`src/rtl/rsaeps_pkg.sv`:
```
package rsaeps_pkg;

	localparam int unsigned EW = 32;
	localparam int unsigned PW = 16;
	localparam int unsigned CW = 7;

	localparam logic [PW-1:0] P_RESET = 16'd59;
	localparam logic [PW-1:0] Q_RESET = 16'd83;
	localparam logic [EW-1:0] T_RESET = 32'd4756;

	localparam logic REG_P = 1'b0;
	localparam logic REG_Q = 1'b1;

	typedef struct packed {
		logic          start;
		logic [EW-1:0] dividend;
		logic [EW-1:0] divisor;
	} div_req_t;

	typedef struct packed {
		logic          done;
		logic [EW-1:0] quo;
		logic [EW-1:0] rem;
	} div_rsp_t;

	typedef enum logic [10:0] {
		S_IDLE  = 11'b000_0000_0001,
		S_CHECK = 11'b000_0000_0010,
		S_TOTW  = 11'b000_0000_0100,
		S_TRIAL = 11'b000_0000_1000,
		S_TRIW  = 11'b000_0001_0000,
		S_EUC   = 11'b000_0010_0000,
		S_EUCW  = 11'b000_0100_0000,
		S_MUL   = 11'b000_1000_0000,
		S_SUB   = 11'b001_0000_0000,
		S_FIX   = 11'b010_0000_0000,
		S_DONE  = 11'b100_0000_0000
	} state_t;

endpackage

```
`src/rtl/rsaeps_div.sv`:
```
module rsaeps_div
	import rsaeps_pkg::*;
(
	input  logic     clk,
	input  logic     arst_n,
	input  div_req_t req,
	output div_rsp_t rsp
);

	logic [EW-1:0] rem_q;
	logic [EW-1:0] quo_q;
	logic [EW-1:0] dvs_q;
	logic [4:0]    cnt_q;
	logic          busy_q;
	logic          done_q;
	logic [EW:0]   shifted;
	logic [EW:0]   diff;

	// one quotient bit per cycle, restoring
	assign shifted = {rem_q, quo_q[EW-1]};
	assign diff    = shifted - {1'b0, dvs_q};

	always_ff @(posedge clk or negedge arst_n) begin
		if (!arst_n) begin
			busy_q <= 1'b0;
			done_q <= 1'b0;
			cnt_q  <= '0;
		end else begin
			done_q <= 1'b0;
			if (req.start) begin
				busy_q <= 1'b1;
				cnt_q  <= '0;
			end else if (busy_q) begin
				cnt_q <= cnt_q + 5'd1;
				if (cnt_q == 5'd31) begin
					busy_q <= 1'b0;
					done_q <= 1'b1;
				end
			end
		end
	end

	always_ff @(posedge clk) begin
		if (req.start) begin
			rem_q <= '0;
			quo_q <= req.dividend;
			dvs_q <= req.divisor;
		end else if (busy_q) begin
			if (!diff[EW]) begin
				rem_q <= diff[EW-1:0];
				quo_q <= {quo_q[EW-2:0], 1'b1};
			end else begin
				rem_q <= shifted[EW-1:0];
				quo_q <= {quo_q[EW-2:0], 1'b0};
			end
		end
	end

	assign rsp.done = done_q;
	assign rsp.quo  = quo_q;
	assign rsp.rem  = rem_q;

endmodule

```
`src/rtl/rsa_exponent_pair_search.sv`:
```
// Run time is data dependent; every division runs on the one shared divider.
// One remainder test on the totient, then one division per trial factor up
// to sqrt(e), then one division plus a multiply and a subtract step per extended Euclid step.
// Throughput: one candidate at a time; in_ready is high only between candidates.
// Reset (arst_n low, asynchronous): primes 59 and 83, totient 4756, pair count 0,
// no result pending.
module rsa_exponent_pair_search
	import rsaeps_pkg::*;
#(
	parameter int unsigned MAX_PAIRS = 99
)(
	input  logic          clk,
	input  logic          arst_n,
	input  logic          wr_en,
	input  logic          wr_index,
	input  logic [PW-1:0] wr_data,
	input  logic          in_valid,
	output logic          in_ready,
	input  logic [EW-1:0] candidate,
	input  logic          restart,
	output logic          out_valid,
	input  logic          out_ready,
	output logic          accepted,
	output logic [CW-1:0] pair_index,
	output logic [EW-1:0] exponent_e,
	output logic [EW-1:0] inverse_d,
	output logic          limit_reached
);

	localparam logic [CW-1:0] MAXC = CW'(MAX_PAIRS);

	state_t               state_q;
	logic [PW-1:0]        p_q, q_q;
	logic [EW-1:0]        tot_q;
	logic [CW-1:0]        cnt_q;
	logic [EW-1:0]        e_q;
	logic [16:0]          f_q;
	logic [33:0]          sq_q;
	logic [EW-1:0]        r0_q, r1_q, quo_q, rem_q;
	logic signed [33:0]   s0_q, s1_q, prod_q;
	logic                 ok_q;
	logic [EW-1:0]        d_q;
	logic                 pre_ok;
	logic                 sq_over;
	logic signed [33:0]   s_fix;
	div_req_t             dreq;
	div_rsp_t             drsp;
	logic [PW-1:0]        pm1, qm1;

	rsaeps_div u_div (
		.clk    (clk),
		.arst_n (arst_n),
		.req    (dreq),
		.rsp    (drsp)
	);

	// totient on register write
	assign pm1 = ((wr_index == REG_P) ? wr_data : p_q) - 16'd1;
	assign qm1 = ((wr_index == REG_Q) ? wr_data : q_q) - 16'd1;

	always_ff @(posedge clk or negedge arst_n) begin
		if (!arst_n) begin
			p_q   <= P_RESET;
			q_q   <= Q_RESET;
			tot_q <= T_RESET;
		end else if (wr_en) begin
			if (wr_index == REG_P) p_q <= wr_data;
			else q_q <= wr_data;
			tot_q <= {16'd0, pm1} * {16'd0, qm1};
		end
	end

	assign pre_ok = (cnt_q < MAXC) && (e_q < tot_q) && (e_q >= 32'd2)
		&& (e_q != {16'd0, p_q}) && (e_q != {16'd0, q_q});
	assign sq_over = sq_q > {2'b00, e_q};
	assign s_fix   = s0_q + $signed({2'b00, tot_q});

	// divider requests
	always_comb begin
		dreq.start    = 1'b0;
		dreq.dividend = e_q;
		dreq.divisor  = {15'd0, f_q};
		unique case (state_q)
			S_CHECK: begin
				dreq.start    = pre_ok;
				dreq.dividend = tot_q;
				dreq.divisor  = e_q;
			end
			S_TRIAL: dreq.start = !sq_over;
			S_EUC: begin
				dreq.start    = (r1_q != '0);
				dreq.dividend = r0_q;
				dreq.divisor  = r1_q;
			end
			default: ;
		endcase
	end

	assign in_ready = (state_q == S_IDLE);

	// sequencer
	always_ff @(posedge clk or negedge arst_n) begin
		if (!arst_n) begin
			state_q   <= S_IDLE;
			cnt_q     <= '0;
			out_valid <= 1'b0;
		end else begin
			// load a new result, or drop the one just transferred
			if (state_q == S_DONE && (!out_valid || out_ready)) out_valid <= 1'b1;
			else if (out_valid && out_ready) out_valid <= 1'b0;
			unique case (state_q)
				S_IDLE: if (in_valid) begin
					if (restart) cnt_q <= '0;
					state_q <= S_CHECK;
				end
				S_CHECK: state_q <= pre_ok ? S_TOTW : S_DONE;
				S_TOTW: if (drsp.done) state_q <= (drsp.rem == '0) ? S_DONE : S_TRIAL;
				S_TRIAL: state_q <= sq_over ? S_EUC : S_TRIW;
				S_TRIW: if (drsp.done) state_q <= (drsp.rem == '0) ? S_DONE : S_TRIAL;
				S_EUC: state_q <= (r1_q == '0) ? S_FIX : S_EUCW;
				S_EUCW: if (drsp.done) state_q <= S_MUL;
				S_MUL: state_q <= S_SUB;
				S_SUB: state_q <= S_EUC;
				S_FIX: state_q <= S_DONE;
				S_DONE: if (!out_valid || out_ready) begin
					if (ok_q) cnt_q <= cnt_q + 7'd1;
					state_q <= S_IDLE;
				end
				default: state_q <= S_IDLE;
			endcase
		end
	end

	// datapath
	always_ff @(posedge clk) begin
		unique case (state_q)
			S_IDLE: begin
				e_q  <= candidate;
				ok_q <= 1'b0;
			end
			S_TOTW: if (drsp.done) begin
				f_q  <= 17'd2;
				sq_q <= 34'd4;
			end
			S_TRIAL: if (sq_over) begin
				r0_q <= tot_q;
				r1_q <= e_q;
				s0_q <= '0;
				s1_q <= 34'sd1;
			end
			S_TRIW: if (drsp.done) begin
				sq_q <= sq_q + {16'd0, f_q, 1'b1};
				f_q  <= f_q + 17'd1;
			end
			S_EUCW: if (drsp.done) begin
				quo_q <= drsp.quo;
				rem_q <= drsp.rem;
			end
			S_MUL: prod_q <= 34'($signed({2'b00, quo_q}) * s1_q);
			S_SUB: begin
				s0_q <= s1_q;
				s1_q <= s0_q - prod_q;
				r0_q <= r1_q;
				r1_q <= rem_q;
			end
			S_FIX: begin
				d_q  <= s0_q[33] ? s_fix[EW-1:0] : s0_q[EW-1:0];
				ok_q <= 1'b1;
			end
			default: ;
		endcase
	end

	// result register
	always_ff @(posedge clk) begin
		if (state_q == S_DONE && (!out_valid || out_ready)) begin
			accepted      <= ok_q;
			pair_index    <= ok_q ? cnt_q : '0;
			exponent_e    <= e_q;
			inverse_d     <= ok_q ? d_q : '0;
			limit_reached <= ((ok_q ? cnt_q + 7'd1 : cnt_q) >= MAXC);
		end
	end

endmodule

```
`config.mk`:
```
export PLATFORM = sky130hd
export DESIGN_NAME = rsa_exponent_pair_search
export DESIGN_NICKNAME = d
export VERILOG_FILES = /design/src/rtl/rsaeps_pkg.sv /design/src/rtl/rsaeps_div.sv /design/src/rtl/rsa_exponent_pair_search.sv
export SDC_FILE = /design/constraint.sdc
export NUM_CORES = 2
export LEC_CHECK = 0
export BUFFER_PORTS_ARGS = -buffer_cell sky130_fd_sc_hd__buf_4
export CAP_MARGIN = 20
export CORE_UTILIZATION = 65
export CTS_CLUSTER_DIAMETER = 80
export DETAILED_ROUTE_END_ITERATION = 8
export PLACE_DENSITY = 0.91
export SYNTH_ARGS = -nofsm -noshare
export SYNTH_HDL_FRONTEND = slang
export SYNTH_SLANG_ARGS = --single-unit
```
`constraint.sdc`:
```
create_clock -name clk -period 8.99 [get_ports clk]
set_input_delay 0 -clock clk [delete_from_list [all_inputs] [get_ports clk]]
set_output_delay 0 -clock clk [all_outputs]
set_load 0.05 [all_outputs]
```
# Yosys cells after proc, flatten, opt, wreduce, memory -nomap -nowiden
# Cells that the tools add are included.
dict set report word_totals {
  register_bits 605
  inputBits 55
  out_inout_bits 75
  elab_cells 139
}
dict set report op_classes {
  addsub 9
  n_mul 2
  magnitude_cmp 5
  eq_ne 22
  muxes 48
  reduce_logical 24
}
# cell n
set ops {}
lappend ops {{34-bit one-hot mux with 2 select lines} 3}
lappend ops {{32-bit two-way mux} 6}
lappend ops {{34-bit two-way mux} 4}
lappend ops {{32-bit one-hot mux with 2 select lines} 2}
lappend ops {{64-bit one-hot mux with 2 select lines} 1}
lappend ops {{11-bit one-hot mux with 10 select lines} 1}
lappend ops {{11-bit two-way mux} 6}
lappend ops {{32-bit zero test} 2}
lappend ops {{32-bit by 16-bit != test with 1-bit output} 2}
lappend ops {{34-bit by 18-bit adder with 34-bit output} 1}
lappend ops {{34-bit by 32-bit > comparator with 1-bit output} 1}
lappend ops {{33-bit by 34-bit multiplier with 34-bit output} 1}
lappend ops {{17-bit two-way mux} 2}
lappend ops {{17-bit one-hot mux with 2 select lines} 1}
lappend ops {{34-bit subtractor} 1}
lappend ops {{33-bit by 32-bit subtractor with 33-bit output} 1}
lappend ops {{32-bit adder} 1}
lappend ops {{32-bit by 2-bit >= comparator with 1-bit output (second input constant)} 1}
lappend ops {{32-bit < comparator} 1}
lappend ops {{16-bit by 16-bit multiplier with 32-bit output} 1}
lappend ops {{16-bit two-way mux} 2}
lappend ops {{32-bit nonzero test} 1}
lappend ops {{16-bit by 1-bit subtractor with 16-bit output (second input constant)} 2}
lappend ops {{7-bit two-way mux} 4}
lappend ops {{34 further kinds} 62}

# Longest topological paths before layout
dict set report logic_depth {
  ltp_word 7
  ltp_mapped 39
  depth_no_buf 31
}

# By module
# From an unflattened synthesis, not the netlist that was laid out.
dict set report unflattened {
  hier_cells 5780
  area_unflattened_um2 57720.4
}
# module instances cells_per_inst area_per_inst_um2 seq_area_each_um2
set modules_own_cells {}
lappend modules_own_cells {rsa_exponent_pair_search 1 5257 51907.3 14677.8}
lappend modules_own_cells {rsaeps_div 1 523 5813.1 2737.6}

# Least setup slack after synthesis
# OpenSTA, ideal clock, no wires.
dict set report synth_timing {
  path_type {in2reg}
  start {input port wr_index}
  end {register tot_q[31]}
  setup_ns 0.137
  arrival_ns 8.951
  required_ns 8.853
  path_slack_ns -0.098
  path_stages 37
  path_buffers 8
  cell_sequence {buf_2 -> buf_2 -> buf_2 -> buf_2 -> buf_4 -> buf_2 -> mux2_2 -> inv_1 -> clkbuf_1 -> ha_1 -> inv_1 -> or2_1 -> clkbuf_1 -> nor4_2 -> o21ai_1 -> nor2_1 -> xor2_1 -> nor2_1 -> fa_1 -> fa_1 -> fa_1 -> fa_1 -> fa_1 -> inv_1 -> fa_1 -> inv_1 -> ha_1 -> and2_0 -> a21o_1 -> a21o_1 -> a221o_1 -> nand2_1 -> a31oi_1 -> or4_1 -> a31oi_1 -> xnor2_1 -> a21oi_1}
}
dict set report synth_between {
  elab_chain_len 3
  elab_cells_between_ends 5
  classes_between {add/sub (2); mul (1); mux (2)}
}
# item line
set synth_lines {}
lappend synth_lines {{start, declared} rsa_exponent_pair_search.sv:15} ;# input logic wr_index,
lappend synth_lines {{16-bit two-way mux} n/a}
lappend synth_lines {{16-bit by 1-bit subtractor with 16-bit output (on tied branches)} {rsa_exponent_pair_search.sv:58, rsa_exponent_pair_search.sv:59}}
lappend synth_lines {{16-bit by 16-bit multiplier with 32-bit output *} rsa_exponent_pair_search.sv:69} ;# tot_q <= {16'd0, pm1} * {16'd0, qm1};
lappend synth_lines {{end signal, assigned} rsa_exponent_pair_search.sv:69}
lappend synth_lines {{end, declared} rsa_exponent_pair_search.sv:34} ;# logic [EW-1:0] tot_q;
# Every way passes the cells marked *; elsewhere a longest branch is shown, timed or not.
# A chain may end at the register's enable or synchronous reset.

# Worst setup path in the final report
dict set report layout_timing {
  start {register p_q[0]}
  end {register tot_q[30]}
}
dict set report layout_between {
  elab_chain_len 3
}
# item line
set layout_lines {}
lappend layout_lines {{start, declared} rsa_exponent_pair_search.sv:33} ;# logic [PW-1:0] p_q, q_q;
lappend layout_lines {{start signal, assigned} rsa_exponent_pair_search.sv:67} ;# if (wr_index == REG_P) p_q <= wr_data;
lappend layout_lines {{16-bit two-way mux} n/a}
lappend layout_lines {{16-bit by 1-bit subtractor with 16-bit output} rsa_exponent_pair_search.sv:58} ;# assign pm1 = ((wr_index == REG_P) ? wr_data : p_q) - 16'd1;
lappend layout_lines {{16-bit by 16-bit multiplier with 32-bit output} rsa_exponent_pair_search.sv:69}
# No other way between the ends.

==> qor.csv <==
metric,value,unit
hp-start,candidate[28],
viasPerCell,6.332,
rr_worst_depth,28,
multi_input_area,36500,sq um
placed_cell_area,60700,sq um
post-route-drc-count,8,
synth_top_area_frac,0.2485,
synth-simple-area-share,0.1427,
insertion_delay,660,ps
synthesis.area,58370,sq um
area_growth,9.061,%
r2r_setup_slack,350,ps
grt_first_pass_wirelength,266400,um
met3_usage,0.09574,
row_count,109,
syn-num-nets,7003,
whs_path_depth,2,
regArea,17420,sq um
final_core_util,0.7181,
synthMuxAreaShare,0.02952,
stdcell_area,63660,sq um
wl_per_cell,23.96,um
tightest_slew,1208,ps
cts_made_buffers,68,
place_hpwl,127200,um
min_path_type,in -> reg,
grt_max_degree,71,
critPathLaunchType,register,
synth_edf_count,483,
synth_fa_ha_area_frac,0.3167,
ys_seq_area_frac,0.2984,
worst_path_most_repeated_cell,fa_1,
synth_compound_area_frac,0.08735,
cts_buffer_depth,3,
clkSinkCount,605,
rsz0062_at_grt,false,
synth-xor-area-share,0.04664,
vias,45571,
slowest_stage,fa_1,
drive_above_1_share,0.08895,
synth_cell_types,102,
period_needed,8641,ps
clk_pin_slew_worst_paths,60,ps
status,"complete, but fails checks",
fin_setup_tns,0,ps
worst_hold_slack,66.55,ps
synth.area.top_cells,"edfxtp_1, fa_1, ha_1",
fin_nets,7106,
h-tree-depth,3,
detail-route-antenna-nets,0,
cts_tree,yes,
fmax,115.7,MHz
cp.required,9480,ps
max_stage_delay,570,ps
path_max_fanout,10,
grt_pass1_vias,47260,
core_area,88650,sq um
yosys_warnings,0,
synth_cells,5870,
fillCellCount,5955,
synth_seq_cells,605,
avgSynthCellArea,9.944,sq um
initial_core_util,0.6585,
antenna_found_initial,9,
wirelength,172500,um
critPathLaunch,p_q[0],
synthArstFlopShare,0.1488,
synth_top_family_by_area,adder cells,
yosysTopAreaCell,edfxtp_1,
violations,design-rule violations,
grt_usage,0.3864,
use_met2,0.6142,
cts-root-buf,clkbuf_16,
grt-ovfl-total,0,
setup_viol,0,
relSlewSlack,0.1946,
arrival,9130,ps
hold_viol_final,0,
firstDrtPassIters,9,
fin_crit_sh,0.9612,
crit_path_end_kind,register,
grt_busiest_layer,met2,
drv_cap,0,
r2r_start,p_q[0],
drt_iter0_markers,5317,
die_height,301.7,um
clock_skew,68.13,ps
drv_slew,0,
io_pins,130,
fp.dieW,301.7,um
gp_congestion,1.003,
crit_type,reg -> reg,
ys.flop_type,edfxtp_1,
port_buffers,129,
die_area,91000,sq um
use_met1,0.4676,
[cell usage in the layout (no fill, tap or decap), types with 18 or more instances in the layout]
master	synthesis	layout
clkbuf_16	0	68
a21o_1	86	86
mux2_2	118	118
o21ai_0	178	178
a211oi_1	18	18
ha_1	412	412
and3_1	66	65
dfxtp_1	32	32
or2_2	20	20
fa_1	666	666
o2111ai_1	19	19
nor2_1	291	288
xor2_1	132	130
dlygate4sd3_1	0	55
and2_1	297	296
edfxtp_1	483	483
o21a_1	41	41
nor2b_1	26	25
mux2i_1	38	38
nor4_1	44	42
buf_4	2	225
dfrtp_1	75	74
a21oi_1	161	160
or3_1	20	19
nor3_1	73	72
xnor2_1	177	173
nand3_1	74	74
inv_1	959	957
a22oi_1	50	50
nand2b_1	41	41
o21bai_1	22	22
a31oi_1	44	44
a32oi_1	33	33
nand4_1	33	33
nand2_1	688	687
[synth_stat cells (all sizes together), types with 10 or more instances]
cell / count
a211oi: 18
a21boi: 10
a21o: 86
a21oi: 162
a22oi: 50
a31oi: 44
a32oi: 33
and2: 299
and3: 67
buf: 39
clkbuf: 213
dfrtp: 75
dfstp: 15
dfxtp: 32
edfxtp: 483
fa: 666
ha: 412
inv: 960
mux2: 118
mux2i: 39
nand2: 688
nand2b: 41
nand3: 75
nand4: 33
nor2: 292
nor2b: 27
nor3: 75
nor3b: 19
nor4: 45
o2111ai: 21
o211ai: 15
o21a: 41
o21ai: 187
o21bai: 22
o31ai: 11
or2: 23
or3: 20
xnor2: 177
xor2: 133
[worst max-delay path, delay by kind of cell (launching register included)]
family | cells | cell delay (ps)
adder cells (fa/ha/maj) | 8 | 3740
AO/OA/AOI/OAI | 6 | 1360
AND/OR/NAND/NOR | 6 | 1380
XOR/XNOR | 2 | 730
buffers and inverters | 4 | 330
multiplexers | 2 | 390
flip-flops | 1 | 550
[routing by layer]
metal,vias up,routed length (um)
met5,-,130
met1,22352,58810
li1,19446,-
met2,2980,79100
met4,12,13590
met3,781,20850
[metrics by stage]
step                instances  setup slack, ps
floorplan                5870            2.848
global placement         7008            525.5
detailed placement       7010            365.7
CTS                      7188            275.3
global route             7194            10.36
finish                   7197            348.6
[registers in the layout (all words and copies together) (netlist names), 17 cells and up]
signal,count
s0_q,34
u_div.dvs_q,32
d_q,32
f_q,17
rem_q,32
sq_q,34
r0_q,32
s1_q,34
e_q,32
quo_q,32
u_div.quo_q,32
prod_q,34
r1_q,32
exponent_e,32
tot_q,32
inverse_d,32
u_div.rem_q,32
[cells by family after synthesis]
kind of cell / count (synthesis)
fa+ha+maj: 1078
flops: 605
simple gates: 1734
mux: 157
compound gates: 772
xor+xnor: 310
buf+inv: 1214
[worst paths after layout]
path,to
worst min-delay path,e_q[28]
max in group asynchronous,p_q[12]
worst max-delay path,tot_q[30]
worst max register to register,tot_q[30]
worst min register to register,quo_q[23]
min in group asynchronous,q_q[3]
[repair_timing]
item / 4_1_cts / 5_1_grt
hold buffers: 55 / 0
resized for setup: 0 / 4
hold endpoints to repair: 145 / 0
setup buffers: 0 / 0
setup endpoints to repair: 0 / 3
[final cells by class]
| class | count | area share |
|---|---|---|
| multi-input cells | 4051 | 0.5733 |
| inverters | 962 | 0.05674 |
| well taps | 1165 | 0.02290 |
| flip-flops and latches | 605 | 0.2736 |
| clock buffers | 83 | 0.02824 |
| diodes | 6 | 0.0002358 |
| clock inverters | 40 | 0.007606 |
| repair buffers | 285 | 0.03734 |
Power is not shown: default switching activity piles up to over one toggle a cycle in this logic, so the estimate is an artifact.
